### config.mk
export PLATFORM = sky130hd
export DESIGN_NAME = sisc_window
export DESIGN_NICKNAME = d
export VERILOG_FILES = /design/src/design/sisc_pkg.sv /design/src/design/sisc_window.sv
export SDC_FILE = /design/constraint.sdc
export NUM_CORES = 1
export LEC_CHECK = 0
export ABC_CLOCK_PERIOD_IN_PS = 1700
export BUFFER_PORTS_ARGS = -buffer_cell sky130_fd_sc_hd__buf_2
export CAP_MARGIN = 20
export CORE_ASPECT_RATIO = 0.8
export CORE_UTILIZATION = 49
export CTS_CLUSTER_SIZE = 10
export DETAILED_ROUTE_END_ITERATION = 10
export PLACE_DENSITY = 0.78
export REMOVE_ABC_BUFFERS = 1
export SLEW_MARGIN = 40
export SYNTH_ARGS = -nofsm -noshare
export SYNTH_HDL_FRONTEND = slang
export SYNTH_SLANG_ARGS = --single-unit
### constraint.sdc
create_clock -name clk -period 1.7 [get_ports clk]
set_clock_uncertainty 0.05 [all_clocks]
set_input_delay 0.34 -clock clk [delete_from_list [all_inputs] [get_ports clk]]
set_output_delay 0.34 -clock clk [all_outputs]
set_load 0.02 [all_outputs]
### src/design/sisc_pkg.sv
package sisc_pkg;

    localparam int ID_BITS        = 10;
    localparam int WIDE_ID_BITS   = 17;
    localparam int OUT_COUNT_BITS = 32;
    localparam int LEN_BITS       = 16;

    localparam logic OP_TOKEN = 1'b0;
    localparam logic OP_QUERY = 1'b1;

    localparam logic [1:0] KIND_ITEM    = 2'd0;
    localparam logic [1:0] KIND_SET_END = 2'd1;
    localparam logic [1:0] KIND_SEQ_END = 2'd2;

    localparam logic [OUT_COUNT_BITS-1:0] MIN_SUPPORT_RESET = 32'd1;

    typedef struct packed {
        logic               opcode;
        logic [1:0]         token_kind;
        logic [ID_BITS-1:0] item_id;
    } cmd_t;

    typedef struct packed {
        logic [ID_BITS-1:0]        entry_id;
        logic [OUT_COUNT_BITS-1:0] support_count;
        logic [OUT_COUNT_BITS-1:0] nonfinal_count;
        logic                      is_frequent;
        logic [OUT_COUNT_BITS-1:0] sequence_total;
        logic [LEN_BITS-1:0]       longest_pattern;
        logic [LEN_BITS-1:0]       longest_sequence;
    } result_t;

    typedef enum logic [1:0] {
        EV_ITEM,
        EV_SET_END,
        EV_SEQ_END,
        EV_QUERY
    } event_kind_t;

    // One unit of work for the update stage.
    typedef struct packed {
        logic               valid;
        event_kind_t        kind;
        logic [ID_BITS-1:0] id;
        logic               drop;
        logic               nonfinal_ok;
    } event_t;

    // Length add that sticks at the top of the 16-bit range.
    function automatic logic [LEN_BITS-1:0] sat_add16(input logic [LEN_BITS-1:0] v,
                                                      input logic [1:0] d);
        logic [LEN_BITS:0] s;
        s = {1'b0, v} + (LEN_BITS + 1)'(d);
        return s[LEN_BITS] ? {LEN_BITS{1'b1}} : s[LEN_BITS-1:0];
    endfunction

endpackage

### src/design/sisc_window.sv
module sisc_window
    import sisc_pkg::*;
(
    input  logic   clk,
    input  logic   rst_n,
    input  logic   accept,
    input  cmd_t   cmd,
    output logic   pending,
    output event_t ev
);

    typedef struct packed {
        logic               is_item;
        logic [ID_BITS-1:0] id;
    } win_tok_t;

    win_tok_t   w0_reg, w0_next;
    win_tok_t   w1_reg, w1_next;
    logic [1:0] fill_reg, fill_next;
    logic       end_pending_reg, end_pending_next;
    event_t     ev_reg, ev_next;
    win_tok_t   in_tok;
    logic       w0_dup;

    function automatic event_t tok_event(input win_tok_t t, input logic drop,
                                         input logic nf_ok);
        event_t e;
        e.valid       = 1'b1;
        e.kind        = t.is_item ? EV_ITEM : EV_SET_END;
        e.id          = t.id;
        e.drop        = drop;
        e.nonfinal_ok = nf_ok;
        return e;
    endfunction

    assign in_tok.is_item = (cmd.token_kind == KIND_ITEM);
    assign in_tok.id      = cmd.item_id;

    // The oldest token is dropped when its direct successor repeats the same item.
    assign w0_dup = w0_reg.is_item && w1_reg.is_item && (w0_reg.id == w1_reg.id);

    always_comb
    begin
        w0_next          = w0_reg;
        w1_next          = w1_reg;
        fill_next        = fill_reg;
        end_pending_next = end_pending_reg;
        ev_next          = '0;
        if (end_pending_reg)
        begin
            // Drain what is left before the end-of-sequence mark itself.
            if (fill_reg != 2'd0)
            begin
                ev_next   = tok_event(w0_reg, 1'b0, 1'b0);
                fill_next = 2'd0;
            end
            else
            begin
                ev_next.valid    = 1'b1;
                ev_next.kind     = EV_SEQ_END;
                end_pending_next = 1'b0;
            end
        end
        else if (accept)
        begin
            if (cmd.opcode == OP_QUERY)
            begin
                ev_next.valid = 1'b1;
                ev_next.kind  = EV_QUERY;
                ev_next.id    = cmd.item_id;
            end
            else
            begin
                unique case (cmd.token_kind) inside
                    KIND_SEQ_END:
                    begin
                        if (fill_reg == 2'd2)
                        begin
                            ev_next          = tok_event(w0_reg, w0_dup, 1'b0);
                            w0_next          = w1_reg;
                            fill_next        = 2'd1;
                            end_pending_next = 1'b1;
                        end
                        else if (fill_reg == 2'd1)
                        begin
                            ev_next          = tok_event(w0_reg, 1'b0, 1'b0);
                            fill_next        = 2'd0;
                            end_pending_next = 1'b1;
                        end
                        else
                        begin
                            ev_next.valid = 1'b1;
                            ev_next.kind  = EV_SEQ_END;
                        end
                    end
                    KIND_ITEM, KIND_SET_END:
                    begin
                        if (fill_reg == 2'd2)
                        begin
                            ev_next = tok_event(w0_reg, w0_dup, 1'b1);
                            w0_next = w1_reg;
                            w1_next = in_tok;
                        end
                        else if (fill_reg == 2'd1)
                        begin
                            w1_next   = in_tok;
                            fill_next = 2'd2;
                        end
                        else
                        begin
                            w0_next   = in_tok;
                            fill_next = 2'd1;
                        end
                    end
                    default:
                    begin
                        ev_next = '0;
                    end
                endcase
            end
        end
    end

    always_ff @(posedge clk or negedge rst_n)
    begin
        if (!rst_n)
        begin
            w0_reg          <= '0;
            w1_reg          <= '0;
            fill_reg        <= 2'd0;
            end_pending_reg <= 1'b0;
            ev_reg          <= '0;
        end
        else
        begin
            w0_reg          <= w0_next;
            w1_reg          <= w1_next;
            fill_reg        <= fill_next;
            end_pending_reg <= end_pending_next;
            ev_reg          <= ev_next;
        end
    end

    assign pending = end_pending_reg;
    assign ev      = ev_reg;

    a_no_accept_while_draining: assert property (@(posedge clk) disable iff (!rst_n)
        end_pending_reg |-> !accept)
        else $error("request accepted while the window drains");

    a_drain_ends_with_mark: assert property (@(posedge clk) disable iff (!rst_n)
        (end_pending_reg && fill_reg == 2'd0) |=>
            (!end_pending_reg && ev_reg.valid && ev_reg.kind == EV_SEQ_END))
        else $error("window drain did not finish with the end-of-sequence event");

    a_query_passes: assert property (@(posedge clk) disable iff (!rst_n)
        (accept && cmd.opcode == OP_QUERY) |=>
            (ev_reg.valid && ev_reg.kind == EV_QUERY && ev_reg.id == $past(cmd.item_id)))
        else $error("query request was not forwarded in order");

endmodule

==> impl_results.html, run 1 <==
<table>
<tr><th>Metric</th><th>Value</th></tr>
<tr><th colspan="2">Run</th></tr>
<tr><td>MaxCap Viol Count</td><td>0</td></tr>
<tr><th colspan="2">Yosys</th></tr>
<tr><td>Summed instance area of the synthesized netlist</td><td>1860 um^2</td></tr>
<tr><td>Synthesis-stage register bit count</td><td>40</td></tr>
<tr><td>Sequential element share of the synthesized area</td><td>53.8%</td></tr>
<tr><td>Area contributors post-synth</td><td>dfrtp_1, mux2_2, mux2i_1</td></tr>
<tr><td>Yosys warning count</td><td>0</td></tr>
<tr><td>Count of different cell masters after synthesis</td><td>29</td></tr>
<tr><td>Number of instances in the synthesized netlist</td><td>163</td></tr>
<tr><td>Post-synthesis average cell area</td><td>11.4 um^2</td></tr>
<tr><td>Synth top area share</td><td>53.8%</td></tr>
<tr><td>Cell type with the largest total area after synthesis</td><td>dfrtp_1</td></tr>
<tr><th colspan="2">GRT</th></tr>
<tr><td>Pin count of the biggest net entering global routing</td><td>24</td></tr>
<tr><td>Total Routing Usage GR</td><td>20.6%</td></tr>
<tr><td>Total grt overflow</td><td>0</td></tr>
<tr><td>Initial antenna violation count</td><td>0</td></tr>
<tr><td>First-pass GRT wire length</td><td>6340 um</td></tr>
<tr><td>Via count of the first global-routing pass</td><td>1365</td></tr>
<tr><th colspan="2">Min path</th></tr>
<tr><td>Hold-critical path depth</td><td>2</td></tr>
<tr><td>Hold wc startpoint</td><td>cmd[2]</td></tr>
<tr><td>Hold WC Path Type</td><td>primary input to flip-flop</td></tr>
<tr><th colspan="2">CTS</th></tr>
<tr><td>Clock root cell</td><td>clkbuf_8</td></tr>
<tr><td>H-tree Lvls</td><td>2</td></tr>
<tr><td>Clock-pin slew reported for the worst setup and hold paths after clock tree synthesis</td><td>0.07 ns</td></tr>
<tr><td>Number of sinks on the clock net</td><td>40</td></tr>
<tr><td>TritonCTS Buffers</td><td>5</td></tr>
<tr><td>Clock latency on the worst-skew pair</td><td>0.28 ns</td></tr>
<tr><td>Maximum clock insertion buffer count</td><td>2</td></tr>
<tr><td>TritonCTS clock tree</td><td>done</td></tr>
<tr><th colspan="2">Critical path</th></tr>
<tr><td>Critical R2R Capture</td><td>ev[5]</td></tr>
<tr><td>FF-to-FF path depth</td><td>5</td></tr>
<tr><td>Type of the worst setup path</td><td>flip-flop to flip-flop</td></tr>
<tr><td>Start of the worst register-to-register path</td><td>pending</td></tr>
<tr><td>Reg-to-reg setup timing slack</td><td>-0.003 ns</td></tr>
<tr><td>Max Fanout on Critical Path</td><td>5</td></tr>
<tr><td>CP Capture Type</td><td>flip-flop</td></tr>
<tr><td>Critical path destination</td><td>ev[5]</td></tr>
<tr><td>Critical Path Source</td><td>pending</td></tr>
<tr><td>Critical path startpoint category</td><td>flip-flop</td></tr>
<tr><td>Critical path required time</td><td>1.87 ns</td></tr>
<tr><td>Arrival time at the worst endpoint</td><td>1.87 ns</td></tr>
<tr><th colspan="2">Detailed routing</th></tr>
<tr><td>Post-detailed-routing wire length</td><td>3860 um</td></tr>
<tr><td>Number of DRC violations after detailed-routing iteration 0</td><td>106</td></tr>
<tr><td>Via count</td><td>1345</td></tr>
<tr><td>Detailed-routing iteration count for the pre-antenna-repair pass</td><td>6</td></tr>
<tr><td>Wire length per cell</td><td>15.4 um</td></tr>
<tr><td>Post-route antenna net violation count</td><td>0</td></tr>
<tr><td>Mean number of vias per cell</td><td>5.38</td></tr>
<tr><td>DRC violations left</td><td>0</td></tr>
<tr><th colspan="2">Timing</th></tr>
<tr><td>RSZ-0062 raised after global routing</td><td>yes</td></tr>
<tr><td>Maximum clock frequency</td><td>587 MHz</td></tr>
<tr><td>Final setup viols</td><td>1</td></tr>
<tr><td>Tightest slew margin relative to the limit</td><td>64.9%</td></tr>
<tr><td>Number of hold violations in the final report</td><td>0</td></tr>
<tr><td>Measured slew at the worst slew-check pin</td><td>0.527 ns</td></tr>
<tr><td>Min Tclk post-route</td><td>1.70 ns</td></tr>
<tr><td>Final max-slew violation count</td><td>0</td></tr>
<tr><td>Share of the clock period used by the worst path</td><td>100%</td></tr>
<tr><td>Least setup slack across all paths after layout</td><td>-0.00338 ns</td></tr>
<tr><th colspan="2">Finish</th></tr>
<tr><td>Ratio of cells with drive above 1 in the final layout</td><td>35.6%</td></tr>
<tr><td>Post-route cell area</td><td>2270 um^2</td></tr>
<tr><td>Area delta synth-&gt;final</td><td>22.1%</td></tr>
<tr><td>Diode count</td><td>0</td></tr>
<tr><td>Net count, final</td><td>226</td></tr>
<tr><td>Largest register FFs</td><td>15</td></tr>
<tr><td>Fin cells</td><td>250</td></tr>
<tr><td>Leading cell type in the layout, fill and taps excluded</td><td>dfrtp_1</td></tr>
<tr><td>Final core utilization</td><td>64.5%</td></tr>
<tr><td>Most used cells in the layout excluding fill and tap cells</td><td>dfrtp_1, buf_2, nand2_1</td></tr>
<tr><th colspan="2">Placement</th></tr>
<tr><td>Post-detailed-placement half-perimeter wirelength</td><td>2570 um</td></tr>
<tr><td>Instance count after placement with tap cells included</td><td>238</td></tr>
<tr><td>Port bufs</td><td>31</td></tr>
<tr><td>Worst Setup Slack post-DPL</td><td>-0.0745 ns</td></tr>
<tr><td>Post-place instance area</td><td>2110 um^2</td></tr>
<tr><td>Weighted congestion reported at the end of routability-driven placement</td><td>0.910</td></tr>
<tr><th colspan="2">Floorplan</th></tr>
<tr><td>Vertical extent of the die</td><td>57.1 um</td></tr>
<tr><td>Die width</td><td>70.9 um</td></tr>
<tr><td>Die Footprint</td><td>4050 um^2</td></tr>
<tr><td>Top-level I/O count</td><td>32</td></tr>
<tr><td>Initial core utilization</td><td>52.9%</td></tr>
<tr><td>Core Area</td><td>3520 um^2</td></tr>
<tr><td>Total number of placement rows</td><td>19</td></tr>
<tr><th colspan="2">Outcome</th></tr>
<tr><td>Outcome</td><td>finished with violations</td></tr>
<tr><td>Violations in the final reports</td><td>negative setup slack</td></tr>
<tr><th colspan="2">Power</th></tr>
<tr><td>Post-route total power</td><td>3.44 mW</td></tr>
<tr><td>Peak supply drop</td><td>0.000838 V</td></tr>
<tr><td>Static Leakage</td><td>1.12 nW</td></tr>
<tr><td>Total power per unit cell area</td><td>1520 nW/um^2</td></tr>
</table>
[cell type report]
class	count	area, um^2
clock buffer	8	90.1
fill	283	1250
inverter	5	18.8
multi-input combinational	111	822
sequential	40	1000
tap	42	52.6
timing repair buffer	44	287
[where the power goes]
| group | internal, mW | total (mW) | switching [mW] |
|---|---|---|---|
| sequential | 1.27 | 1.56 | 0.286 |
| combinational | 0.643 | 1.25 | 0.605 |
| clock | 0.331 | 0.636 | 0.305 |
| total | 2.25 | 3.44 | 1.20 |
[cells in the mapped netlist]
master / count
a31oi_1: 1
or2b_1: 1
xnor2_1: 6
o21ai_1: 1
buf_6: 1
a21oi_1: 2
nor2_1: 7
buf_2: 1
o21ai_4: 1
nand2_1: 21
buf_4: 1
and3b_2: 1
nand4_1: 2
mux2i_1: 12
o21ai_0: 16
a21oi_2: 1
nor3_1: 1
ha_1: 3
or2_2: 2
a22o_1: 10
nor4_1: 2
inv_1: 5
or3b_4: 1
dfrtp_1: 40
nor3b_2: 1
mux2_2: 12
clkbuf_1: 4
xor2_1: 4
nand2b_1: 3
[worst min path at each step]
stage	end	slack, ns
6_report	ev[4]	0.25
5_1_grt	ev[4]	0.25
4_1_cts	ev[4]	0.25
3_5_place_dp	pending	0.26
3_3_place_gp	pending	0.25
2_1_floorplan	ev[0]	-0.006
[metrics by stage]
step / setup TNS, ns / hold WS [ns]
3_3_place_gp: 0 / 0.248
5_1_grt: -1.00 / 0.254
3_5_place_dp: -0.337 / 0.259
6_report: -0.00338 / 0.253
4_1_cts: 0 / 0.247
2_1_floorplan: -4.50 / -0.00559
[worst max-delay path, stage by stage (launching register included)]
cell	delay [ns]
dfrtp_1	0.45
nand2b_1	0.24
or3b_4	0.44
o21ai_4	0.17
buf_6	0.14
a22o_1	0.14
[timing repair]
item	4_1_cts	5_1_grt
pin swaps	3	0
buffers inserted	2	0
resized for setup	8	7
hold buffers	1	0
endpoints found under the hold margin	17	0
endpoints found under the setup margin	21	34
cloned	0	1
[layer usage]
layer / global-route usage (%) / part of all wire [%] / vias to the layer above
met1: 27.8 / 46 / 653
met5: 0 / 0 / -
met4: 7.71 / 1.5 / 0
met3: 4.77 / 3.4 / 8
li1: - / - / 651
met2: 33.1 / 49 / 33
[kinds of logic after synthesis]
kind of cell | Yosys count | synth area share (%)
AND/OR/NAND/NOR | 42 | 11.2
flip-flops | 40 | 53.8
multiplexers | 24 | 13.7
AO/OA/AOI/OAI | 32 | 11.5
adder cells (fa/ha/maj) | 3 | 2.02
buffers and inverters | 12 | 3.09
XOR/XNOR | 10 | 4.71
No activity file was read; power rests on OpenSTA's default activity.
==> inputs of run 2 (changes only) <==
--- a/config.mk
+++ b/config.mk
@@ -13,6 +13,7 @@
 export CTS_CLUSTER_SIZE = 10
 export DETAILED_ROUTE_END_ITERATION = 10
 export PLACE_DENSITY = 0.78
+export RECOVER_POWER = 100
 export REMOVE_ABC_BUFFERS = 1
 export SLEW_MARGIN = 40
 export SYNTH_ARGS = -nofsm -noshare
==> run 2 against run 1 <==
  * The flow still finishes with violations (negative setup slack)
  * Non-clock buffer count unchanged
  * Via count rose by 1.1%
  * Cell count stayed put
  * Critical path type unchanged
  * Critical endpoint unchanged
==> impl_results.html, run 2 (synthesized netlist as in run 1, its figures left out) <==
<table>
<tr><th>Metric</th><th>Value</th></tr>
<tr><th colspan="2">Power</th></tr>
<tr><td>Post-route total power</td><td>3.42 mW (was 3.44 mW)</td></tr>
<tr><td>Total power per unit cell area</td><td>1530 nW/um^2 (was 1520 nW/um^2)</td></tr>
<tr><td>Peak supply drop</td><td>0.000835 V (was 0.000838 V)</td></tr>
<tr><td>Static Leakage</td><td>1.05 nW (was 1.12 nW)</td></tr>
<tr><th colspan="2">Outcome</th></tr>
<tr><td>Violations in the final reports</td><td>negative setup slack (unchanged)</td></tr>
<tr><td>Outcome</td><td>finished with violations (unchanged)</td></tr>
<tr><th colspan="2">Placement</th></tr>
<tr><td>Instance count after placement with tap cells included</td><td>238 (unchanged)</td></tr>
<tr><td>Weighted congestion reported at the end of routability-driven placement</td><td>0.910 (unchanged)</td></tr>
<tr><td>Post-detailed-placement half-perimeter wirelength</td><td>2570 um (unchanged)</td></tr>
<tr><td>Port bufs</td><td>31 (unchanged)</td></tr>
<tr><td>Post-place instance area</td><td>2110 um^2 (unchanged)</td></tr>
<tr><th colspan="2">Critical path</th></tr>
<tr><td>Arrival time at the worst endpoint</td><td>1.87 ns (about the same)</td></tr>
<tr><td>Critical path required time</td><td>1.87 ns (about the same)</td></tr>
<tr><td>FF-to-FF path depth</td><td>5 (unchanged)</td></tr>
<tr><td>Reg-to-reg setup timing slack</td><td>-0.001 ns (was -0.003 ns)</td></tr>
<tr><td>Start of the worst register-to-register path</td><td>pending (unchanged)</td></tr>
<tr><td>CP Capture Type</td><td>flip-flop (unchanged)</td></tr>
<tr><td>Max Fanout on Critical Path</td><td>5 (unchanged)</td></tr>
<tr><td>Critical path startpoint category</td><td>flip-flop (unchanged)</td></tr>
<tr><td>Type of the worst setup path</td><td>flip-flop to flip-flop (unchanged)</td></tr>
<tr><td>Critical R2R Capture</td><td>ev[5] (unchanged)</td></tr>
<tr><th colspan="2">Detailed routing</th></tr>
<tr><td>Number of DRC violations after detailed-routing iteration 0</td><td>111 (was 106)</td></tr>
<tr><td>Post-detailed-routing wire length</td><td>3850 um (was 3860 um)</td></tr>
<tr><td>Wire length per cell</td><td>15.4 um (about the same)</td></tr>
<tr><td>Detailed-routing iteration count for the pre-antenna-repair pass</td><td>6 (unchanged)</td></tr>
<tr><td>DRC violations left</td><td>0 (unchanged)</td></tr>
<tr><td>Post-route antenna net violation count</td><td>0 (unchanged)</td></tr>
<tr><td>Via count</td><td>1360 (was 1345)</td></tr>
<tr><td>Mean number of vias per cell</td><td>5.44 (was 5.38)</td></tr>
<tr><th colspan="2">Finish</th></tr>
<tr><td>Ratio of cells with drive above 1 in the final layout</td><td>27.9% (was 35.6%)</td></tr>
<tr><td>Most used cells in the layout excluding fill and tap cells</td><td>dfrtp_1, nand2_1, clkbuf_1 (was dfrtp_1, buf_2, nand2_1)</td></tr>
<tr><td>Final core utilization</td><td>63.4% (was 64.5%)</td></tr>
<tr><td>Fin cells</td><td>250 (unchanged)</td></tr>
<tr><td>Leading cell type in the layout, fill and taps excluded</td><td>dfrtp_1 (unchanged)</td></tr>
<tr><td>Largest register FFs</td><td>15 (unchanged)</td></tr>
<tr><td>Diode count</td><td>0 (unchanged)</td></tr>
<tr><td>Post-route cell area</td><td>2230 um^2 (was 2270 um^2)</td></tr>
<tr><td>Net count, final</td><td>226 (unchanged)</td></tr>
<tr><td>Area delta synth-&gt;final</td><td>19.8% (was 22.1%)</td></tr>
<tr><th colspan="2">Timing</th></tr>
<tr><td>Min Tclk post-route</td><td>1.70 ns (about the same)</td></tr>
<tr><td>Tightest slew margin relative to the limit</td><td>64.5% (was 64.9%)</td></tr>
<tr><td>Least setup slack across all paths after layout</td><td>-0.00114 ns (was -0.00338 ns)</td></tr>
<tr><td>Share of the clock period used by the worst path</td><td>100% (about the same)</td></tr>
<tr><td>Final max-slew violation count</td><td>0 (unchanged)</td></tr>
<tr><td>Number of hold violations in the final report</td><td>0 (unchanged)</td></tr>
<tr><td>Final setup viols</td><td>1 (unchanged)</td></tr>
<tr><td>Measured slew at the worst slew-check pin</td><td>0.533 ns (was 0.527 ns)</td></tr>
<tr><td>Maximum clock frequency</td><td>588 MHz (was 587 MHz)</td></tr>
<tr><td>RSZ-0062 raised after global routing</td><td>yes (unchanged)</td></tr>
<tr><th colspan="2">GRT</th></tr>
<tr><td>Total Routing Usage GR</td><td>20.6% (unchanged)</td></tr>
<tr><td>Total grt overflow</td><td>0 (unchanged)</td></tr>
<tr><td>Via count of the first global-routing pass</td><td>1365 (unchanged)</td></tr>
<tr><td>Initial antenna violation count</td><td>0 (unchanged)</td></tr>
<tr><td>First-pass GRT wire length</td><td>6340 um (unchanged)</td></tr>
<tr><td>Pin count of the biggest net entering global routing</td><td>24 (unchanged)</td></tr>
<tr><th colspan="2">Floorplan</th></tr>
<tr><td>Initial core utilization</td><td>52.9% (unchanged)</td></tr>
<tr><td>Core Area</td><td>3520 um^2 (unchanged)</td></tr>
<tr><td>Total number of placement rows</td><td>19 (unchanged)</td></tr>
<tr><td>Die Footprint</td><td>4050 um^2 (unchanged)</td></tr>
<tr><td>Top-level I/O count</td><td>32 (unchanged)</td></tr>
<tr><td>Die width</td><td>70.9 um (unchanged)</td></tr>
<tr><td>Vertical extent of the die</td><td>57.1 um (unchanged)</td></tr>
<tr><th colspan="2">CTS</th></tr>
<tr><td>Maximum clock insertion buffer count</td><td>2 (unchanged)</td></tr>
<tr><td>Clock root cell</td><td>clkbuf_8 (unchanged)</td></tr>
<tr><td>TritonCTS clock tree</td><td>done (unchanged)</td></tr>
<tr><td>TritonCTS Buffers</td><td>5 (unchanged)</td></tr>
<tr><td>H-tree Lvls</td><td>2 (unchanged)</td></tr>
<tr><td>Number of sinks on the clock net</td><td>40 (unchanged)</td></tr>
<tr><td>Clock latency on the worst-skew pair</td><td>0.28 ns (about the same)</td></tr>
<tr><td>Clock-pin slew reported for the worst setup and hold paths after clock tree synthesis</td><td>0.07 ns (about the same)</td></tr>
<tr><th colspan="2">Run</th></tr>
<tr><td>MaxCap Viol Count</td><td>0 (unchanged)</td></tr>
<tr><th colspan="2">Min path</th></tr>
<tr><td>Worst Hold Path EP</td><td>ev[4] (unchanged)</td></tr>
<tr><td>Hold WC Path Type</td><td>primary input to flip-flop (unchanged)</td></tr>
<tr><td>Hold-critical path depth</td><td>2 (unchanged)</td></tr>
<tr><td>Hold wc startpoint</td><td>cmd[2] (unchanged)</td></tr>
</table>
## run 2: changes by cell type in the layout (fill, tap and decap cells not counted), sizes merged
cell / change
clkbuf: +18
buf: -18
## run 2: area by class of cell
type	count	area [um^2]
Tap cell	42	52.6
Inverter	5	18.8
Clock buffer	8	90.1
Timing Repair Buffer	44	245
Multi-Input combinational cell	111	822
Sequential cell	40	1000
Fill cell	287	1290
## run 2: worst max-delay path, cell delays in order (launching register included)
cell and delay [ns]:
dfrtp_1 0.45, nand2b_1 0.23, or3b_4 0.44, o21ai_4 0.17, buf_6 0.14, a22o_1 0.14
## run 2: worst max-delay path by stage
stage,slack (ns),depth (start not counted),from,to
floorplan,-0.22,5,fill_reg[0],w0_reg[0]
global placement,0.02,7,fill_reg[1],ev[10]
detailed placement,-0.07,6,fill_reg[0],w0_reg[0]
CTS,0.02,7,fill_reg[1],ev[5]
global route,-0.05,7,fill_reg[1],ev[5]
finish,-0.001,5,pending,ev[5]
## run 2: where the power goes
part	internal, mW	switching, mW	leakage (nW)
Sequential	1.27	0.287	0.511
Clock	0.331	0.303	0.0455
Combinational	0.621	0.605	0.490
## run 2: through the flow
stage	setup TNS (ns)	hold WS (ns)	worst slack [ns]
floorplan	-4.50	-0.00559	-0.223
global placement	0	0.248	0.0158
detailed placement	-0.337	0.259	-0.0745
CTS	0	0.247	0.0196
global route	-1.02	0.254	-0.0520
finish	-0.00114	0.255	-0.00114
## run 2: timing repair
action | CTS | global route
gates resized for setup | 8 | 7
hold buffers | 1 | 0
buffers inserted | 2 | 0
cloned | 0 | 1
endpoints found under the hold margin | 17 | 0
pin swaps | 3 | 0
endpoints found under the setup margin | 21 | 34
## run 2: routing by layer
metal  vias up  track usage [%]  share of wire, %  routed length (um)
met1       666             27.8                46                1760
met5         -                0                 0                   0
met2        37             33.1                49                1880
met3         6             4.77               3.9                 152
met4         0             7.71               1.4                  53
li1        651                -                 -                   -
